$ cat src/design/assert_macros.svh
// ----------------------------------------------------------------------------
// assert_macros.svh
// Shared concurrent assertion macros, clocked on clock, disabled in reset.
// ----------------------------------------------------------------------------
`ifndef ASSERT_MACROS_SVH
`define ASSERT_MACROS_SVH

// Implication checked at every rising edge outside reset.
`define ASSERT_IMPL(label, ante, cons, msg) \
   label: assert property (@(posedge clock) disable iff (reset) (ante) |-> (cons)) \
      else $error(msg);

// Consequence checked in the cycle after the antecedent.
`define ASSERT_NEXT(label, ante, cons, msg) \
   label: assert property (@(posedge clock) disable iff (reset) (ante) |=> (cons)) \
      else $error(msg);

`endif

$ cat src/design/dcp_pkg.sv
// ----------------------------------------------------------------------------
// dcp_pkg
// Types and codes of the display command parser.
// ----------------------------------------------------------------------------
package dcp_pkg;

   // Opcodes
   localparam logic [7:0] OP_CTRL     = 8'h00;
   localparam logic [7:0] OP_BUTTONS  = 8'h01;
   localparam logic [7:0] OP_SKIP_A   = 8'h02;
   localparam logic [7:0] OP_SKIP_B   = 8'h03;
   localparam logic [7:0] OP_TEXT     = 8'h10;
   localparam logic [7:0] OP_PTEXT    = 8'h11;
   localparam logic [7:0] OP_GREEN    = 8'h20;
   localparam logic [7:0] OP_RED      = 8'h21;
   localparam logic [7:0] OP_YELLOW   = 8'h22;
   localparam logic [7:0] OP_DATE     = 8'hF8;
   localparam logic [7:0] OP_TIME     = 8'hF9;
   localparam logic [7:0] OP_VERSION  = 8'hFA;

   // Action codes
   localparam logic [3:0] ACT_NONE    = 4'd0;
   localparam logic [3:0] ACT_BUTTONS = 4'd1;
   localparam logic [3:0] ACT_ZERO    = 4'd2;
   localparam logic [3:0] ACT_GREEN   = 4'd3;
   localparam logic [3:0] ACT_RED     = 4'd4;
   localparam logic [3:0] ACT_YELLOW  = 4'd5;
   localparam logic [3:0] ACT_TEXT    = 4'd6;
   localparam logic [3:0] ACT_DATE    = 4'd7;
   localparam logic [3:0] ACT_TIME    = 4'd8;
   localparam logic [3:0] ACT_VERSION = 4'd9;

   typedef enum logic [11:0] {
      M_CMD       = 12'b0000_0000_0001,
      M_CTRL      = 12'b0000_0000_0010,
      M_SWALLOW   = 12'b0000_0000_0100,
      M_TEXT_LEN  = 12'b0000_0000_1000,
      M_PTEXT_LEN = 12'b0000_0001_0000,
      M_PTEXT_OFF = 12'b0000_0010_0000,
      M_CHARS     = 12'b0000_0100_0000,
      M_G_LED     = 12'b0000_1000_0000,
      M_R_LED     = 12'b0001_0000_0000,
      M_Y_LED     = 12'b0010_0000_0000,
      M_RD_ISSUE  = 12'b0100_0000_0000,
      M_RD_LOAD   = 12'b1000_0000_0000
   } mode_type;

   typedef struct packed {
      logic [3:0] action;
      logic [7:0] tx_byte;
      logic [7:0] led_value;
      logic [7:0] text_char;
      logic [3:0] text_index;
      logic [4:0] text_length;
      logic [7:0] text_offset;
      logic       last;
   } rsp_payload_type;

   // Single, final result of a non-text command.
   function automatic rsp_payload_type simple_rsp(logic [3:0] act, logic [7:0] tx,
                                                  logic [7:0] led);
      rsp_payload_type r;
      r           = '0;
      r.action    = act;
      r.tx_byte   = tx;
      r.led_value = led;
      r.last      = 1'b1;
      return r;
   endfunction

endpackage

$ cat src/design/dcp_intf.sv
// ----------------------------------------------------------------------------
// dcp_intf
// Request and response channel interfaces of the display command parser.
// ----------------------------------------------------------------------------
interface dcp_req_if;
   logic       valid;
   logic       ready;
   logic [7:0] rx_byte;
   logic [7:0] button_state;

   modport source (output valid, output rx_byte, output button_state, input ready);
   modport sink   (input valid, input rx_byte, input button_state, output ready);
endinterface

interface dcp_rsp_if;
   logic       valid;
   logic       ready;
   logic [3:0] action;
   logic [7:0] tx_byte;
   logic [7:0] led_value;
   logic [7:0] text_char;
   logic [3:0] text_index;
   logic [4:0] text_length;
   logic [7:0] text_offset;
   logic       last;

   modport source (output valid, output action, output tx_byte, output led_value,
                   output text_char, output text_index, output text_length,
                   output text_offset, output last, input ready);
   modport sink   (input valid, input action, input tx_byte, input led_value,
                   input text_char, input text_index, input text_length,
                   input text_offset, input last, output ready);
endinterface

$ cat src/design/dcp_ram.sv
// ----------------------------------------------------------------------------
// dcp_ram
// Generic single-write, single-read RAM with registered read data.
// ----------------------------------------------------------------------------
module dcp_ram #(
   parameter int WIDTH = 8,
   parameter int DEPTH = 16,
   localparam int AW = (DEPTH > 1) ? $clog2(DEPTH) : 1
) (
   input  logic             clock,
   input  logic             wr_en,
   input  logic [AW-1:0]    wr_addr,
   input  logic [WIDTH-1:0] wr_data,
   input  logic             rd_en,
   input  logic [AW-1:0]    rd_addr,
   output logic [WIDTH-1:0] rd_data
);

   logic [WIDTH-1:0] mem [DEPTH];
   logic [WIDTH-1:0] rd_data_ff;

   always_ff @(posedge clock) begin
      if (wr_en) begin
         mem[wr_addr] <= wr_data;
      end
      if (rd_en) begin
         rd_data_ff <= mem[rd_addr];
      end
   end

   assign rd_data = rd_data_ff;

endmodule

$ cat src/design/display_command_parser.sv
// ----------------------------------------------------------------------------
// display_command_parser
// Parses the slave-bus command byte stream and emits display actions.
// ----------------------------------------------------------------------------
//  channel   direction  payload
//  req_ch    in         rx_byte, button_state
//  rsp_ch    out        action, tx_byte, led_value, text_char, text_index,
//                       text_length, text_offset, last
//
//  A request is taken whenever the output register is free or being drained
//  and no readout runs. A byte that completes a non-empty text run starts a
//  readout from the text buffer memory, a read issue and a load step per
//  character, with requests held off; an empty run yields one marker result.
//  Reset (synchronous) returns to command wait and empties the output; the
//  buffer memory is not cleared. A stalled response holds everything.
// ----------------------------------------------------------------------------
`include "assert_macros.svh"

module display_command_parser import dcp_pkg::*; #(
   parameter int BUF_DEPTH = 16
) (
   input logic  clock,
   input logic  reset,
   dcp_req_if.sink   req_ch,
   dcp_rsp_if.source rsp_ch
);

   localparam int LW = $clog2(BUF_DEPTH + 1);
   localparam int AW = (BUF_DEPTH > 1) ? $clog2(BUF_DEPTH) : 1;

   mode_type        mode_ff, mode_in;
   logic [LW-1:0]   msg_len_ff, msg_len_in;
   logic [7:0]      msg_off_ff, msg_off_in;
   logic [LW-1:0]   char_cnt_ff, char_cnt_in;
   logic [AW-1:0]   rd_idx_ff, rd_idx_in;
   logic            rsp_valid_ff, rsp_valid_in;
   rsp_payload_type rsp_data_ff, rsp_data_in;

   logic            out_free;
   logic            req_ready;
   logic            accept;
   logic [LW-1:0]   cnt_next;
   logic [LW-1:0]   len_clamped;
   logic            run_end;
   logic            wr_en;
   logic            rd_en;
   logic [7:0]      rd_data;

   assign out_free    = !rsp_valid_ff || rsp_ch.ready;
   assign req_ready   = out_free && (mode_ff != M_RD_ISSUE) && (mode_ff != M_RD_LOAD);
   assign accept      = req_ch.valid && req_ready;
   assign cnt_next    = char_cnt_ff + LW'(1);
   assign len_clamped = (req_ch.rx_byte > 8'(BUF_DEPTH)) ? LW'(BUF_DEPTH)
                                                         : LW'(req_ch.rx_byte);
   assign run_end     = (LW'(rd_idx_ff) == msg_len_ff - LW'(1));

   always_comb begin
      mode_in      = mode_ff;
      msg_len_in   = msg_len_ff;
      msg_off_in   = msg_off_ff;
      char_cnt_in  = char_cnt_ff;
      rd_idx_in    = rd_idx_ff;
      rsp_valid_in = rsp_valid_ff && !rsp_ch.ready;
      rsp_data_in  = rsp_data_ff;
      wr_en        = 1'b0;
      rd_en        = 1'b0;

      unique case (mode_ff)
         M_CMD: begin
            if (accept) begin
               unique case (req_ch.rx_byte)
                  OP_CTRL:    mode_in = M_CTRL;
                  OP_BUTTONS: begin
                     rsp_valid_in = 1'b1;
                     rsp_data_in  = simple_rsp(ACT_BUTTONS, req_ch.button_state, 8'h00);
                  end
                  OP_SKIP_A,
                  OP_SKIP_B:  mode_in = M_SWALLOW;
                  OP_TEXT:    mode_in = M_TEXT_LEN;
                  OP_PTEXT:   mode_in = M_PTEXT_LEN;
                  OP_GREEN:   mode_in = M_G_LED;
                  OP_RED:     mode_in = M_R_LED;
                  OP_YELLOW:  mode_in = M_Y_LED;
                  OP_DATE: begin
                     rsp_valid_in = 1'b1;
                     rsp_data_in  = simple_rsp(ACT_DATE, 8'h00, 8'h00);
                  end
                  OP_TIME: begin
                     rsp_valid_in = 1'b1;
                     rsp_data_in  = simple_rsp(ACT_TIME, 8'h00, 8'h00);
                  end
                  OP_VERSION: begin
                     rsp_valid_in = 1'b1;
                     rsp_data_in  = simple_rsp(ACT_VERSION, 8'h00, 8'h00);
                  end
                  default: ;  // drop unknown opcodes
               endcase
            end
         end
         M_CTRL: begin
            if (accept) begin
               rsp_valid_in = 1'b1;
               rsp_data_in  = simple_rsp(ACT_ZERO, 8'h00, 8'h00);
               mode_in      = M_CMD;
            end
         end
         M_SWALLOW: begin
            if (accept) begin
               mode_in = M_CMD;
            end
         end
         M_TEXT_LEN: begin
            if (accept) begin
               msg_len_in  = len_clamped;
               msg_off_in  = 8'h00;
               char_cnt_in = '0;
               mode_in     = M_CHARS;
            end
         end
         M_PTEXT_LEN: begin
            if (accept) begin
               msg_len_in = len_clamped;
               mode_in    = M_PTEXT_OFF;
            end
         end
         M_PTEXT_OFF: begin
            if (accept) begin
               msg_off_in  = req_ch.rx_byte;
               char_cnt_in = '0;
               mode_in     = M_CHARS;
            end
         end
         M_CHARS: begin
            if (accept) begin
               wr_en       = 1'b1;
               char_cnt_in = cnt_next;
               if (cnt_next >= msg_len_ff) begin
                  char_cnt_in = '0;
                  if (msg_len_ff == '0) begin
                     // empty commit: one marker result
                     rsp_valid_in             = 1'b1;
                     rsp_data_in              = '0;
                     rsp_data_in.action       = ACT_TEXT;
                     rsp_data_in.text_offset  = msg_off_ff;
                     rsp_data_in.last         = 1'b1;
                     mode_in                  = M_CMD;
                  end else begin
                     rd_idx_in = '0;
                     mode_in   = M_RD_ISSUE;
                  end
               end
            end
         end
         M_G_LED, M_R_LED, M_Y_LED: begin
            if (accept) begin
               rsp_valid_in = 1'b1;
               priority if (mode_ff == M_G_LED) begin
                  rsp_data_in = simple_rsp(ACT_GREEN, 8'h00, req_ch.rx_byte);
               end else if (mode_ff == M_R_LED) begin
                  rsp_data_in = simple_rsp(ACT_RED, 8'h00, req_ch.rx_byte);
               end else begin
                  rsp_data_in = simple_rsp(ACT_YELLOW, 8'h00, req_ch.rx_byte);
               end
               mode_in = M_CMD;
            end
         end
         M_RD_ISSUE: begin
            // issue the read only once the output slot frees up
            if (out_free) begin
               rd_en   = 1'b1;
               mode_in = M_RD_LOAD;
            end
         end
         M_RD_LOAD: begin
            rsp_valid_in            = 1'b1;
            rsp_data_in             = '0;
            rsp_data_in.action      = ACT_TEXT;
            rsp_data_in.text_char   = rd_data;
            rsp_data_in.text_index  = 4'(rd_idx_ff);
            rsp_data_in.text_length = 5'(msg_len_ff);
            rsp_data_in.text_offset = msg_off_ff;
            rsp_data_in.last        = run_end;
            if (run_end) begin
               mode_in = M_CMD;
            end else begin
               rd_idx_in = rd_idx_ff + AW'(1);
               mode_in   = M_RD_ISSUE;
            end
         end
         default: mode_in = M_CMD;
      endcase
   end

   always_ff @(posedge clock) begin
      if (reset) begin
         mode_ff      <= M_CMD;
         msg_len_ff   <= '0;
         msg_off_ff   <= '0;
         char_cnt_ff  <= '0;
         rd_idx_ff    <= '0;
         rsp_valid_ff <= 1'b0;
      end else begin
         mode_ff      <= mode_in;
         msg_len_ff   <= msg_len_in;
         msg_off_ff   <= msg_off_in;
         char_cnt_ff  <= char_cnt_in;
         rd_idx_ff    <= rd_idx_in;
         rsp_valid_ff <= rsp_valid_in;
      end
      rsp_data_ff <= rsp_data_in;
   end

   dcp_ram #(
      .WIDTH (8),
      .DEPTH (BUF_DEPTH)
   ) u_text_buf (
      .clock   (clock),
      .wr_en   (wr_en),
      .wr_addr (char_cnt_ff[AW-1:0]),
      .wr_data (req_ch.rx_byte),
      .rd_en   (rd_en),
      .rd_addr (rd_idx_ff),
      .rd_data (rd_data)
   );

   assign req_ch.ready       = req_ready;
   assign rsp_ch.valid       = rsp_valid_ff;
   assign rsp_ch.action      = rsp_data_ff.action;
   assign rsp_ch.tx_byte     = rsp_data_ff.tx_byte;
   assign rsp_ch.led_value   = rsp_data_ff.led_value;
   assign rsp_ch.text_char   = rsp_data_ff.text_char;
   assign rsp_ch.text_index  = rsp_data_ff.text_index;
   assign rsp_ch.text_length = rsp_data_ff.text_length;
   assign rsp_ch.text_offset = rsp_data_ff.text_offset;
   assign rsp_ch.last        = rsp_data_ff.last;

   `ASSERT_IMPL(a_no_req_in_readout,
      req_ch.valid && req_ch.ready, (mode_ff != M_RD_ISSUE) && (mode_ff != M_RD_LOAD),
      "request taken during text readout")
   `ASSERT_IMPL(a_load_slot_empty, mode_ff == M_RD_LOAD, !rsp_valid_ff,
      "readout load with output register occupied")
   `ASSERT_IMPL(a_rd_idx_in_run, mode_ff == M_RD_ISSUE, LW'(rd_idx_ff) < msg_len_ff,
      "readout index beyond run length")
   `ASSERT_NEXT(a_run_end_to_cmd, (mode_ff == M_RD_LOAD) && run_end,
      (mode_ff == M_CMD) && rsp_valid_ff && rsp_ch.last,
      "text run did not end with final result")
   `ASSERT_IMPL(a_char_write_in_range, wr_en, char_cnt_ff < LW'(BUF_DEPTH),
      "buffer write beyond depth")

endmodule
$ cat src/flat_wrapper.sv
// flat-port wrapper written by rule: the top's interface ports become plain ports
module display_command_parser_flat import dcp_pkg::*;
#(
   parameter int BUF_DEPTH = 16
)
  (clock, reset, req_ch_valid, req_ch_rx_byte, req_ch_button_state, req_ch_ready, rsp_ch_valid, rsp_ch_action, rsp_ch_tx_byte, rsp_ch_led_value, rsp_ch_text_char, rsp_ch_text_index, rsp_ch_text_length, rsp_ch_text_offset, rsp_ch_last, rsp_ch_ready);
  dcp_req_if req_ch_i ();
  dcp_rsp_if rsp_ch_i ();
  input logic clock;
  input logic reset;
  input wire logic [$bits(req_ch_i.valid)-1:0] req_ch_valid;
  input wire logic [$bits(req_ch_i.rx_byte)-1:0] req_ch_rx_byte;
  input wire logic [$bits(req_ch_i.button_state)-1:0] req_ch_button_state;
  output wire logic [$bits(req_ch_i.ready)-1:0] req_ch_ready;
  output wire logic [$bits(rsp_ch_i.valid)-1:0] rsp_ch_valid;
  output wire logic [$bits(rsp_ch_i.action)-1:0] rsp_ch_action;
  output wire logic [$bits(rsp_ch_i.tx_byte)-1:0] rsp_ch_tx_byte;
  output wire logic [$bits(rsp_ch_i.led_value)-1:0] rsp_ch_led_value;
  output wire logic [$bits(rsp_ch_i.text_char)-1:0] rsp_ch_text_char;
  output wire logic [$bits(rsp_ch_i.text_index)-1:0] rsp_ch_text_index;
  output wire logic [$bits(rsp_ch_i.text_length)-1:0] rsp_ch_text_length;
  output wire logic [$bits(rsp_ch_i.text_offset)-1:0] rsp_ch_text_offset;
  output wire logic [$bits(rsp_ch_i.last)-1:0] rsp_ch_last;
  input wire logic [$bits(rsp_ch_i.ready)-1:0] rsp_ch_ready;
  assign req_ch_i.valid = req_ch_valid;
  assign req_ch_i.rx_byte = req_ch_rx_byte;
  assign req_ch_i.button_state = req_ch_button_state;
  assign req_ch_ready = req_ch_i.ready;
  assign rsp_ch_valid = rsp_ch_i.valid;
  assign rsp_ch_action = rsp_ch_i.action;
  assign rsp_ch_tx_byte = rsp_ch_i.tx_byte;
  assign rsp_ch_led_value = rsp_ch_i.led_value;
  assign rsp_ch_text_char = rsp_ch_i.text_char;
  assign rsp_ch_text_index = rsp_ch_i.text_index;
  assign rsp_ch_text_length = rsp_ch_i.text_length;
  assign rsp_ch_text_offset = rsp_ch_i.text_offset;
  assign rsp_ch_last = rsp_ch_i.last;
  assign rsp_ch_i.ready = rsp_ch_ready;
  display_command_parser #(.BUF_DEPTH(BUF_DEPTH)) u_core (.clock(clock), .reset(reset), .req_ch(req_ch_i), .rsp_ch(rsp_ch_i));
endmodule
$ cat config.mk
export PLATFORM = sky130hd
export DESIGN_NAME = display_command_parser_flat
export DESIGN_NICKNAME = d
export VERILOG_FILES = /design/src/design/dcp_pkg.sv /design/src/design/dcp_intf.sv /design/src/design/dcp_ram.sv /design/src/design/display_command_parser.sv /design/src/flat_wrapper.sv
export VERILOG_INCLUDE_DIRS = /design/src /design/src/design
export SDC_FILE = /design/constraint.sdc
export NUM_CORES = 1
export LEC_CHECK = 0
export BUFFER_PORTS_ARGS = -buffer_cell sky130_fd_sc_hd__buf_2
export CAP_MARGIN = 20
export CORE_AREA = 3 3 154 186
export CTS_CLUSTER_DIAMETER = 40
export DETAILED_ROUTE_END_ITERATION = 7
export DIE_AREA = 0 0 157 189
export MAX_ROUTING_LAYER = met4
export SLEW_MARGIN = 25
export SYNTH_ARGS = -nofsm -noshare
export SYNTH_HDL_FRONTEND = slang
export SYNTH_SLANG_ARGS = --single-unit
export TNS_END_PERCENT = 20
$ cat constraint.sdc
create_clock -name clock -period 6.2 [get_ports clock]
set_clock_uncertainty 0.05 [all_clocks]
set_input_delay 1.86 -clock clock [delete_from_list [all_inputs] [get_ports clock]]
set_output_delay 1.86 -clock clock [all_outputs]
set_load 0.02 [all_outputs]
==> results of run 1 <==
-- per-layer routing --
metal,vias to the layer above,routed length (um),track usage,share of wire
li1,2523,-,-,-
met1,2705,8340,0.177,0.42
met2,146,10400,0.237,0.52
met3,23,1040,0.0229,0.052
met4,0,277,0.0290,0.014
met5,-,0,-,0
-- how the worst max path moves through the flow --
stage	slack, ns	endpoint
after floorplan	0.60	u_core.rsp_ch.action[0]
after global routing	1.67	u_core.rsp_ch.led_value[1]
final	1.72	req_ch_ready
after global placement	1.44	u_core.rsp_ch.led_value[2]
after detailed placement	1.34	u_core.rsp_ch.led_value[6]
after CTS	1.72	req_ch_ready
-- layout make-up --
class / count / area (sq um) / share of cell area
Sequential cell: 217 / 6170 / 0.562
Multi-Input combinational cell: 358 / 3010 / 0.274
Clock buffer: 31 / 733 / 0.0668
Tap cell: 340 / 425 / 0.0387
Timing Repair Buffer: 76 / 403 / 0.0367
Clock inverter: 18 / 200 / 0.0182
Inverter: 11 / 41.3 / 0.00376
-- cells in the final DEF, fill, tap and decap left out, types with 16 or more instances in the layout --
cell type    n
nand2_1     29
dfxtp_1     34
clkbuf_16   29
nor3_1      16
and2_1      45
buf_2       67
edfxtp_1   182
o21ai_0     27
mux4_2      40
nor2_1      39
a21oi_1     16
-- kinds of logic (layout without fill, tap and decap cells) --
family,Yosys count,after routing,synth area share
mux,48,48,0.105
fa+ha+maj,13,13,0.0170
simple gates,196,196,0.120
flops,217,217,0.656
buf+inv,43,136,0.0258
compound gates,86,86,0.0631
xor+xnor,15,15,0.0140
-- registers in the layout, summed over array words and instances (netlist names), 8 cells and up --
name	count
u_core.rsp_ch.tx_byte	8
u_core.u_text_buf.rd_data	8
u_core.rsp_ch.led_value	8
u_core.msg_off_ff	8
u_core.rsp_ch.text_offset	8
u_core.mode_ff	12
u_core.rsp_ch.text_char	8
u_core.u_text_buf.mem	128
-- cells in the mapped netlist, types with 12 or more instances --
library cell	instances
edfxtp_1	182
and2_1	45
mux4_2	40
nor2_1	39
dfxtp_1	35
nand2_1	29
o21ai_0	27
clkbuf_1	21
a21oi_1	17
nor3_1	17
ha_1	12
-- power by group through the flow --
stage / clock network (mW) / logic [mW] / registers, mW
2_1_floorplan: 0 / 0.118 / 1.63
3_3_place_gp: 0 / 0.181 / 1.62
3_5_place_dp: 0 / 0.181 / 1.62
4_1_cts: 1.63 / 0.181 / 1.59
5_1_grt: 1.69 / 0.203 / 1.60
6_report: 1.59 / 0.185 / 1.59
-- stage by stage --
| stage | setup slack (ns) | hold WS (ns) | cells | utilization | instance area [sq um] |
|---|---|---|---|---|---|
| floorplan | 0.604 | 0.418 | 618 | - | 9400 |
| global placement | 1.44 | 0.456 | 1002 | 0.372 | 10000 |
| detailed placement | 1.34 | 0.456 | 1002 | 0.372 | 10000 |
| CTS | 1.72 | 0.465 | 1051 | 0.407 | 11000 |
| global route | 1.67 | 0.496 | 1051 | 0.407 | 11000 |
| finish | 1.72 | 0.465 | 1051 | 0.407 | 11000 |
-- worst min-delay path, delay by kind of cell, from the launching register on --
kind               cells  cell delay, ns
and+or+nand+nor        1            0.07
DFF                    1            0.35
AOI/OAI and AO/OA      1            0.05
==> impl_results.md, run 1 <==
- Setup CP Type: in -> out
- GP Congestion: 0.793
- CP arrival: 2.57 ns
- Drt via density: 5.14
- Worst path most repeated cell: buf_2
- Top cell type's share of synthesized area: 0.581
- Synth Warn #: 0
- Hold WC Path Type: reg -> reg
- Post-cts sizing count: 0
- Htree depth: 1
- Outcome: completed
- MaxCap Viol Count: 0
- Worst path max stage delay: 0.32 ns
- #FFs+latches synth: 217
- Post-Synthesis Cells: 618
- CP Capture Type: primary output
- CP required: 4.29 ns
- Power share of the combinational group: 0.055
- Synth area leaders: edfxtp_1 (58%), mux4_2 (9.6%), dfxtp_1 (7.5%), and2_1 (3.0%), ha_1 (1.6%)
- Rel. slew slack: 0.328
- CP Cell Sequence: buf_2 > or2b_2 > nand2_1 > nor2_1 > buf_2
- Row Count: 66
- DRT antenna net count: 0
- Worst Hold Depth: 2
- Core box area: 27,000 sq um
- Vias: 5,397
- Syn_nets: 650
- CP max-delay cell: or2b_2
- Avg Cell Area, Syn: 15.2 sq um
- Hold_buf cts: 0
- Worst path depth: 5
- Die width: 157 um
- WP buf/inv: 2
- Post-CTS Setup Inserts: 0
- Internal power component: 2.63 mW
- Clk network pwr share: 0.472
- Area grow syn2layout: 16.8%
- Die Area: 29,700 sq um
- Min-delay src: u_core.char_cnt_ff[1]
- I/O pins: 68
- Root Buffer: clkbuf_16
- Setup TNS Final: 0 ns
- Sw power: 0.743 mW
- Max clock buf depth: 3
- Starting DRT DRC Count: 362
- Share of post-route cells with drive strength above 1: 0.269
- Antenna cells: 0
- Minimum clock period after layout: 4.48 ns
- R2R Setup Slk: 2.80 ns
- Clock sinks: 217
- DP Wirelength: 13,800 um
- Reg2reg start: u_core.mode_ff[0]
- Final setup violation count: 0
- Async S/R FF share, synth: 0
- IO buf count: 67
- CTS tree: built
- Maximum clock rate: 0.223 GHz
- Die Span Y: 189 um
- Unrepaired setup endpoints after global routing: no
- Sequential power share: 0.473
- Crit path launch: rsp_ch_ready
- Pwr Density: 307 nW/um^2
- Clk slew on worst S/H paths: 0.06 ns
- Router iterations before antenna repair: 5
- CTS buffer count: 29
- First-pass GRT wire length: 31,400 um
- Post-Synthesis Cell Area: 9400 sq um
- Sequential share of the synthesized area: 0.656
- Total global routing overflow: 0
- Critical-path maximum fanout: 4
- Initial core utilization: 0.348
- Startpoint Class: primary input
- Largest net degree at the start of global routing: 39
- Post-synth top area cell: edfxtp_1
- Static leakage: 3.71 nW
- Clk Latency, worst-skew pair: 0.52 ns
- Hold Violations, Final: 0
- Final max-slew violation count: 0
- Initial antenna violation count: 0
- Remaining DRCs: 0
- GRT Util Overall: 0.140
- Layout Nets: 725
- Worst Hold End: u_core.char_cnt_ff[1]
- Switching Share: 0.220
- Yosys cell types: 71
- Design Power: 3.37 mW
- Slew @ Worst Pin: 1.01 ns
- Vias in the first global route: 5,522
- RR Endpoint: u_core.rsp_ch.led_value[2]
- Layout fillers: 2,428
- Top_reg_cell synth: edfxtp_1
- Tcrit/Tclk final: 0.722
- Crit path max-delay family: simple AND/OR/NAND/NOR gates
- Wire per inst: 19.1 um
- Peak supply drop: 0.226 mV
- Reg2Reg Depth: 6
- EDFF count, synth: 182
- Final wirelength: 20,000 um
Power figures use the tool's default switching activity.
==> run 2, diff against run 1 <==
==> constraint.sdc (replaced) <==
create_clock -name clock -period 3.7 [get_ports clock]
set_clock_uncertainty 0.05 [all_clocks]
set_input_delay 1.11 -clock clock [delete_from_list [all_inputs] [get_ports clock]]
set_output_delay 1.11 -clock clock [all_outputs]
set_load 0.02 [all_outputs]
==> run 2 against run 1 <==
Net effect:
- critical path depth unchanged
- die area unchanged
- non-clock buffer count is 35 higher
- total power increased by 71%
- register-to-register slack got worse by 2.0 ns
- wire length is 7.4% higher
- hold slack got worse by 0.011 ns
==> impl_results.md, run 2 (same netlist as run 1, synthesis figures left out) <==
- CP arrival: 2.25 ns
- Post-cts sizing count: 0
- CP required: 2.54 ns
- Max clock buf depth: 3
- Share of post-route cells with drive strength above 1: 0.302
- Starting DRT DRC Count: 327
- Remaining DRCs: 0
- IO buf count: 67
- Hold WC Path Type: reg -> reg
- Clk network pwr share: 0.482
- Final core occ: 0.419
- Reg2reg start: u_core.char_cnt_ff[2]
- Clk Latency, worst-skew pair: 0.54 ns
- Root Buffer: clkbuf_16
- CP Cell Sequence: nor3_2 > nand3_1 > nor4b_4 > nor2_1 > buf_2
- R2R Setup Slk: 0.82 ns
- Pre-CTS setup slack: 0.413 ns
- Final instance area: 11,300 sq um
- Die width: 157 um
- Die Area: 29,700 sq um
- Critical-path maximum fanout: 8
- Pwr Density: 508 nW/um^2
- Total global routing overflow: 0
- CP max-delay cell: nor3_2
- Hold Violations, Final: 0
- Post-DP Area: 10,300 sq um
- Power share of the combinational group: 0.054
- Largest net degree at the start of global routing: 39
- Slew @ Worst Pin: 0.848 ns
- Worst path max stage delay: 0.46 ns
- Final wirelength: 21,500 um
- Rel. slew slack: 0.433
- Initial core utilization: 0.348
- Layout Nets: 760
- Vias: 5,628
- Wire per inst: 19.7 um
- Minimum clock period after layout: 3.41 ns
- Clock sinks: 217
- Post-CTS Setup Inserts: 0
- Die Span Y: 189 um
- Static leakage: 3.91 nW
- Most frequent cells in the layout: edfxtp_1 (182), buf_2 (67), and2_1 (45), buf_4 (42), mux4_2 (40)
- Sequential power share: 0.465
- Final max-slew violation count: 0
- Vias in the first global route: 5,681
- Tcrit/Tclk final: 0.920
- Top Registers: u_core.u_text_buf.mem: 128 flops, u_core.mode_ff: 12 flops
- Layout fillers: 2,406
- Worst Hold Depth: 2
- Setup TNS Final: 0 ns
- Outcome: completed
- Reg2Reg Depth: 9
- Htree depth: 1
- First-pass GRT wire length: 33,400 um
- Router iterations before antenna repair: 4
- Min-delay src: u_core.msg_off_ff[0]
- Footprint of the multi-input gates: 3010 sq um
- Final setup violation count: 0
- GRT Util Overall: 0.149
- Hold_buf cts: 0
- Switching Share: 0.224
- Crit path max-delay family: simple AND/OR/NAND/NOR gates
- Initial antenna violation count: 1
- I/O pins: 68
- Drt via density: 5.15
- Internal power component: 4.46 mW
- CTS buffer count: 29
- Max reg flops: 128
- DRT antenna net count: 0
- Area taken by flip-flops and latches: 6170 sq um
- Unrepaired setup endpoints after global routing: no
- CP Capture Type: primary output
- Crit path launch: u_core.mode_ff[7]
- MaxCap Viol Count: 0
- Peak supply drop: 0.473 mV
- Sw power: 1.29 mW
- Most flops, register: u_core.u_text_buf.mem
- Area grow syn2layout: 20.3%
- Maximum clock rate: 0.294 GHz
- Clk slew on worst S/H paths: 0.05 ns
- Most common cell after layout, fill and taps aside: edfxtp_1
- Final WS setup: 0.294 ns
- DP Wirelength: 14,900 um
- Core box area: 27,000 sq um
- WP buf/inv: 1
- Worst Hold End: u_core.msg_off_ff[0]
- GP Congestion: 0.810
- RR Endpoint: u_core.rsp_ch.led_value[5]
- Startpoint Class: register
- CTS tree: built
- Row Count: 66
- Setup CP Type: reg -> out
## run 2: how the worst max path moves through the flow
stage | to | cells after the start
after global routing | req_ch_ready | 5
after CTS | req_ch_ready | 5
final | req_ch_ready | 5
after global placement | u_core.mode_ff[2] | 7
after floorplan | u_core.rsp_ch.action[0] | 7
after detailed placement | u_core.mode_ff[2] | 7
## run 2: stage by stage
| stage | total power, mW | hold WS [ns] | instances |
|---|---|---|---|
| after floorplan | 2.92 | 0.418 | 618 |
| after global placement | 3.03 | 0.436 | 1037 |
| after detailed placement | 3.03 | 0.446 | 1037 |
| after CTS | 5.80 | 0.462 | 1091 |
| after global routing | 5.94 | 0.485 | 1092 |
| final | 5.75 | 0.455 | 1092 |
## run 2: final cells by class
type / count / share of cell area
flip-flops and latches: 217 / 0.545
well taps: 340 / 0.0376
inverters: 11 / 0.00365
multi-input cells: 358 / 0.266
repair buffers: 111 / 0.0610
clock buffers: 34 / 0.0667
diodes: 1 / 0.000221
clock inverters: 20 / 0.0200
## run 2: worst register-to-register path: cells and delay by family (launching register included)
family / cells / cell delay [ns]
compound gates: 5 / 1.04
buf+inv: 1 / 0.23
simple gates: 1 / 0.15
fa+ha+maj: 1 / 0.32
flops: 1 / 0.58
xor+xnor: 1 / 0.17
## run 2: power by group through the flow
stage / Sequential [mW] / Clock, mW / Combinational, mW
2_1_floorplan: 2.73 / 0 / 0.198
3_3_place_gp: 2.72 / 0 / 0.307
3_5_place_dp: 2.72 / 0 / 0.308
4_1_cts: 2.67 / 2.83 / 0.309
5_1_grt: 2.67 / 2.93 / 0.340
6_report: 2.67 / 2.77 / 0.309
## run 2: metal layers
layer / global-route usage / part of all wire / wire (um)
met1: 0.191 / 0.42 / 9050
met4: 0.0384 / 0.021 / 450
met5: - / 0 / 0
met2: 0.246 / 0.50 / 10800
met3: 0.0272 / 0.056 / 1200
==> run 3, diff against run 2 <==
--- a/config.mk
+++ b/config.mk
@@ -13,6 +13,7 @@
 export DETAILED_ROUTE_END_ITERATION = 7
 export DIE_AREA = 0 0 157 189
 export MAX_ROUTING_LAYER = met4
+export RECOVER_POWER = 50
 export SLEW_MARGIN = 25
 export SYNTH_ARGS = -nofsm -noshare
 export SYNTH_HDL_FRONTEND = slang
==> constraint.sdc (replaced) <==
create_clock -name clock -period 3.2 [get_ports clock]
set_clock_uncertainty 0.05 [all_clocks]
set_input_delay 0.96 -clock clock [delete_from_list [all_inputs] [get_ports clock]]
set_output_delay 0.96 -clock clock [all_outputs]
set_load 0.02 [all_outputs]
==> run 3 against run 2 <==
Net effect:
- non-clock buffer count grew 8
- first-iteration DRC count grew 30%
- critical path depth is the same
- final cell count grew 0.46%
- sequential power grew 16%
- sequential share of layout area shrank 0.42 points
- final area grew 0.78%
- clock-buffer cell count grew 1
- total power grew 19%
- hold slack gained 0.0083 ns
==> impl_results.md, run 3 (same netlist as run 1, synthesis figures left out) <==
- DP Cell Count: 1,043
- Final max-slew violation count: 0
- Critical-path maximum fanout: 6
- Layout Nets: 768
- I/O pins: 68
- GP Congestion: 0.815
- Unrepaired setup endpoints after global routing: no
- Initial antenna violation count: 0
- Peak supply drop: 0.394 mV
- Clk slew on worst S/H paths: 0.06 ns
- Static leakage: 3.92 nW
- Outcome: completed
- CP arrival: 1.99 ns
- GRT Util Overall: 0.149
- Final instance area: 11,400 sq um
- Total global routing overflow: 0
- Vias in the first global route: 5,701
- Die width: 157 um
- Rel. slew slack: 0.244
- Final setup violation count: 0
- CP required: 2.19 ns
- Share of post-route cells with drive strength above 1: 0.289
- Tcrit/Tclk final: 0.938
- Drt via density: 5.10
- Max clock buf depth: 3
- Reg2Reg Depth: 10
- Max reg flops: 128
- Htree depth: 1
- DP Wirelength: 14,600 um
- Final non-filler cell total: 1,097
- Final WS setup: 0.197 ns
- Post-DP Area: 10,400 sq um
- Root Buffer: clkbuf_16
- Vias: 5,596
- Starting DRT DRC Count: 426
- DRT antenna net count: 0
- Die Area: 29,700 sq um
- Slew @ Worst Pin: 1.13 ns
- CTS tree: built
- Setup CP Type: reg -> out
- Min-delay src: u_core.msg_off_ff[5]
- Reg2reg start: u_core.char_cnt_ff[0]
- Row Count: 66
- Area grow syn2layout: 21.3%
- Antenna cells: 0
- Router iterations before antenna repair: 4
- Most common cell after layout, fill and taps aside: edfxtp_1
- CTS buffer count: 29
- MaxCap Viol Count: 0
- Most frequent cells in the layout: edfxtp_1 (182), buf_2 (60), and2_1 (45), mux4_2 (40)
- Hold WC Path Type: reg -> reg
- Clock sinks: 217
- Design Power: 6.82 mW
- Most flops, register: u_core.u_text_buf.mem
- Largest net degree at the start of global routing: 31
- Wire per inst: 19.5 um
- Worst Hold End: u_core.msg_off_ff[5]
- Pre-CTS setup slack: 0.134 ns
- Final wirelength: 21,400 um
- Remaining DRCs: 0
- Startpoint Class: register
- First-pass GRT wire length: 33,300 um
- Clk Latency, worst-skew pair: 0.55 ns
- CP Capture Type: primary output
- Maximum clock rate: 0.333 GHz
- Pwr Density: 598 nW/um^2
- Die Span Y: 189 um
- R2R Setup Slk: 0.37 ns
- Top Registers: u_core.u_text_buf.mem: 128 flops, u_core.mode_ff: 12 flops
- Core box area: 27,000 sq um
- Worst Hold Depth: 2
- IO buf count: 67
- Initial core utilization: 0.348
- RR Endpoint: u_core.rsp_ch.tx_byte[6]
- Hold Violations, Final: 0
- Setup TNS Final: 0 ns
- Minimum clock period after layout: 3.00 ns
==> run 3: changes by cell type in the layout (fill, tap and decap cells not counted), sizes merged <==
cell      before  now
clkinv         8    4
diode          1    0
clkinvlp       2    1
buf          111  103
bufinv         3    5
clkbuf        34   51
==> run 3: routing by layer <==
layer  up-vias  share of wire  track usage
met5         -              0            -
met1      2838           0.43        0.188
li1       2620              -            -
met2       108           0.51        0.253
met3        30          0.043       0.0238
met4         0          0.016       0.0330
==> run 3: how the worst max path moves through the flow <==
stage / startpoint / end / slack [ns] / depth (start not counted)
after floorplan: req_ch_rx_byte[4] / u_core.rsp_ch.action[0] / 0.05 / 6
after global placement: req_ch_rx_byte[3] / u_core.mode_ff[2] / 0.15 / 7
after detailed placement: req_ch_rx_byte[3] / u_core.mode_ff[2] / 0.13 / 7
after CTS: u_core.mode_ff[3] / req_ch_ready / 0.08 / 5
after global routing: u_core.mode_ff[5] / req_ch_ready / 0.02 / 5
final: u_core.mode_ff[0] / req_ch_ready / 0.20 / 5
==> run 3: through the flow <==
step	utilization	hold WS (ns)
finish	0.422	0.463
global route	0.422	0.481
CTS	0.423	0.465
detailed placement	0.385	0.453
global placement	0.385	0.434
floorplan	-	0.418
==> run 3: worst max-delay path, cell delays in order, from the launching register on <==
cell and delay (ns):
dfxtp_1 0.36, nor3_2 0.34, nand3_2 0.22, nor4b_4 0.28, nor2_1 0.08, buf_2 0.16
==> run 3: layout make-up <==
class	count	area, sq um
Fill cell	2413	15600
Tap cell	340	425
Multi-Input combinational cell	358	3030
Clock inverter	17	260
Clock buffer	35	748
Inverter	11	41.3
Timing Repair Buffer	119	733
Sequential cell	217	6170
==> run 3: timing repair <==
item	in CTS	in global routing
hold buffers	0	0
hold endpoints to repair	0	0
buffers inserted	0	2
setup endpoints to repair	1	1
pin swaps	0	2
gates resized for setup	3	0
==> run 3: where the power goes <==
part	leakage, nW	switching (mW)	internal, mW
clock network	0.490	1.25	2.10
logic	1.46	0.248	0.130
registers	1.97	0.0173	3.07
total	3.92	1.52	5.30
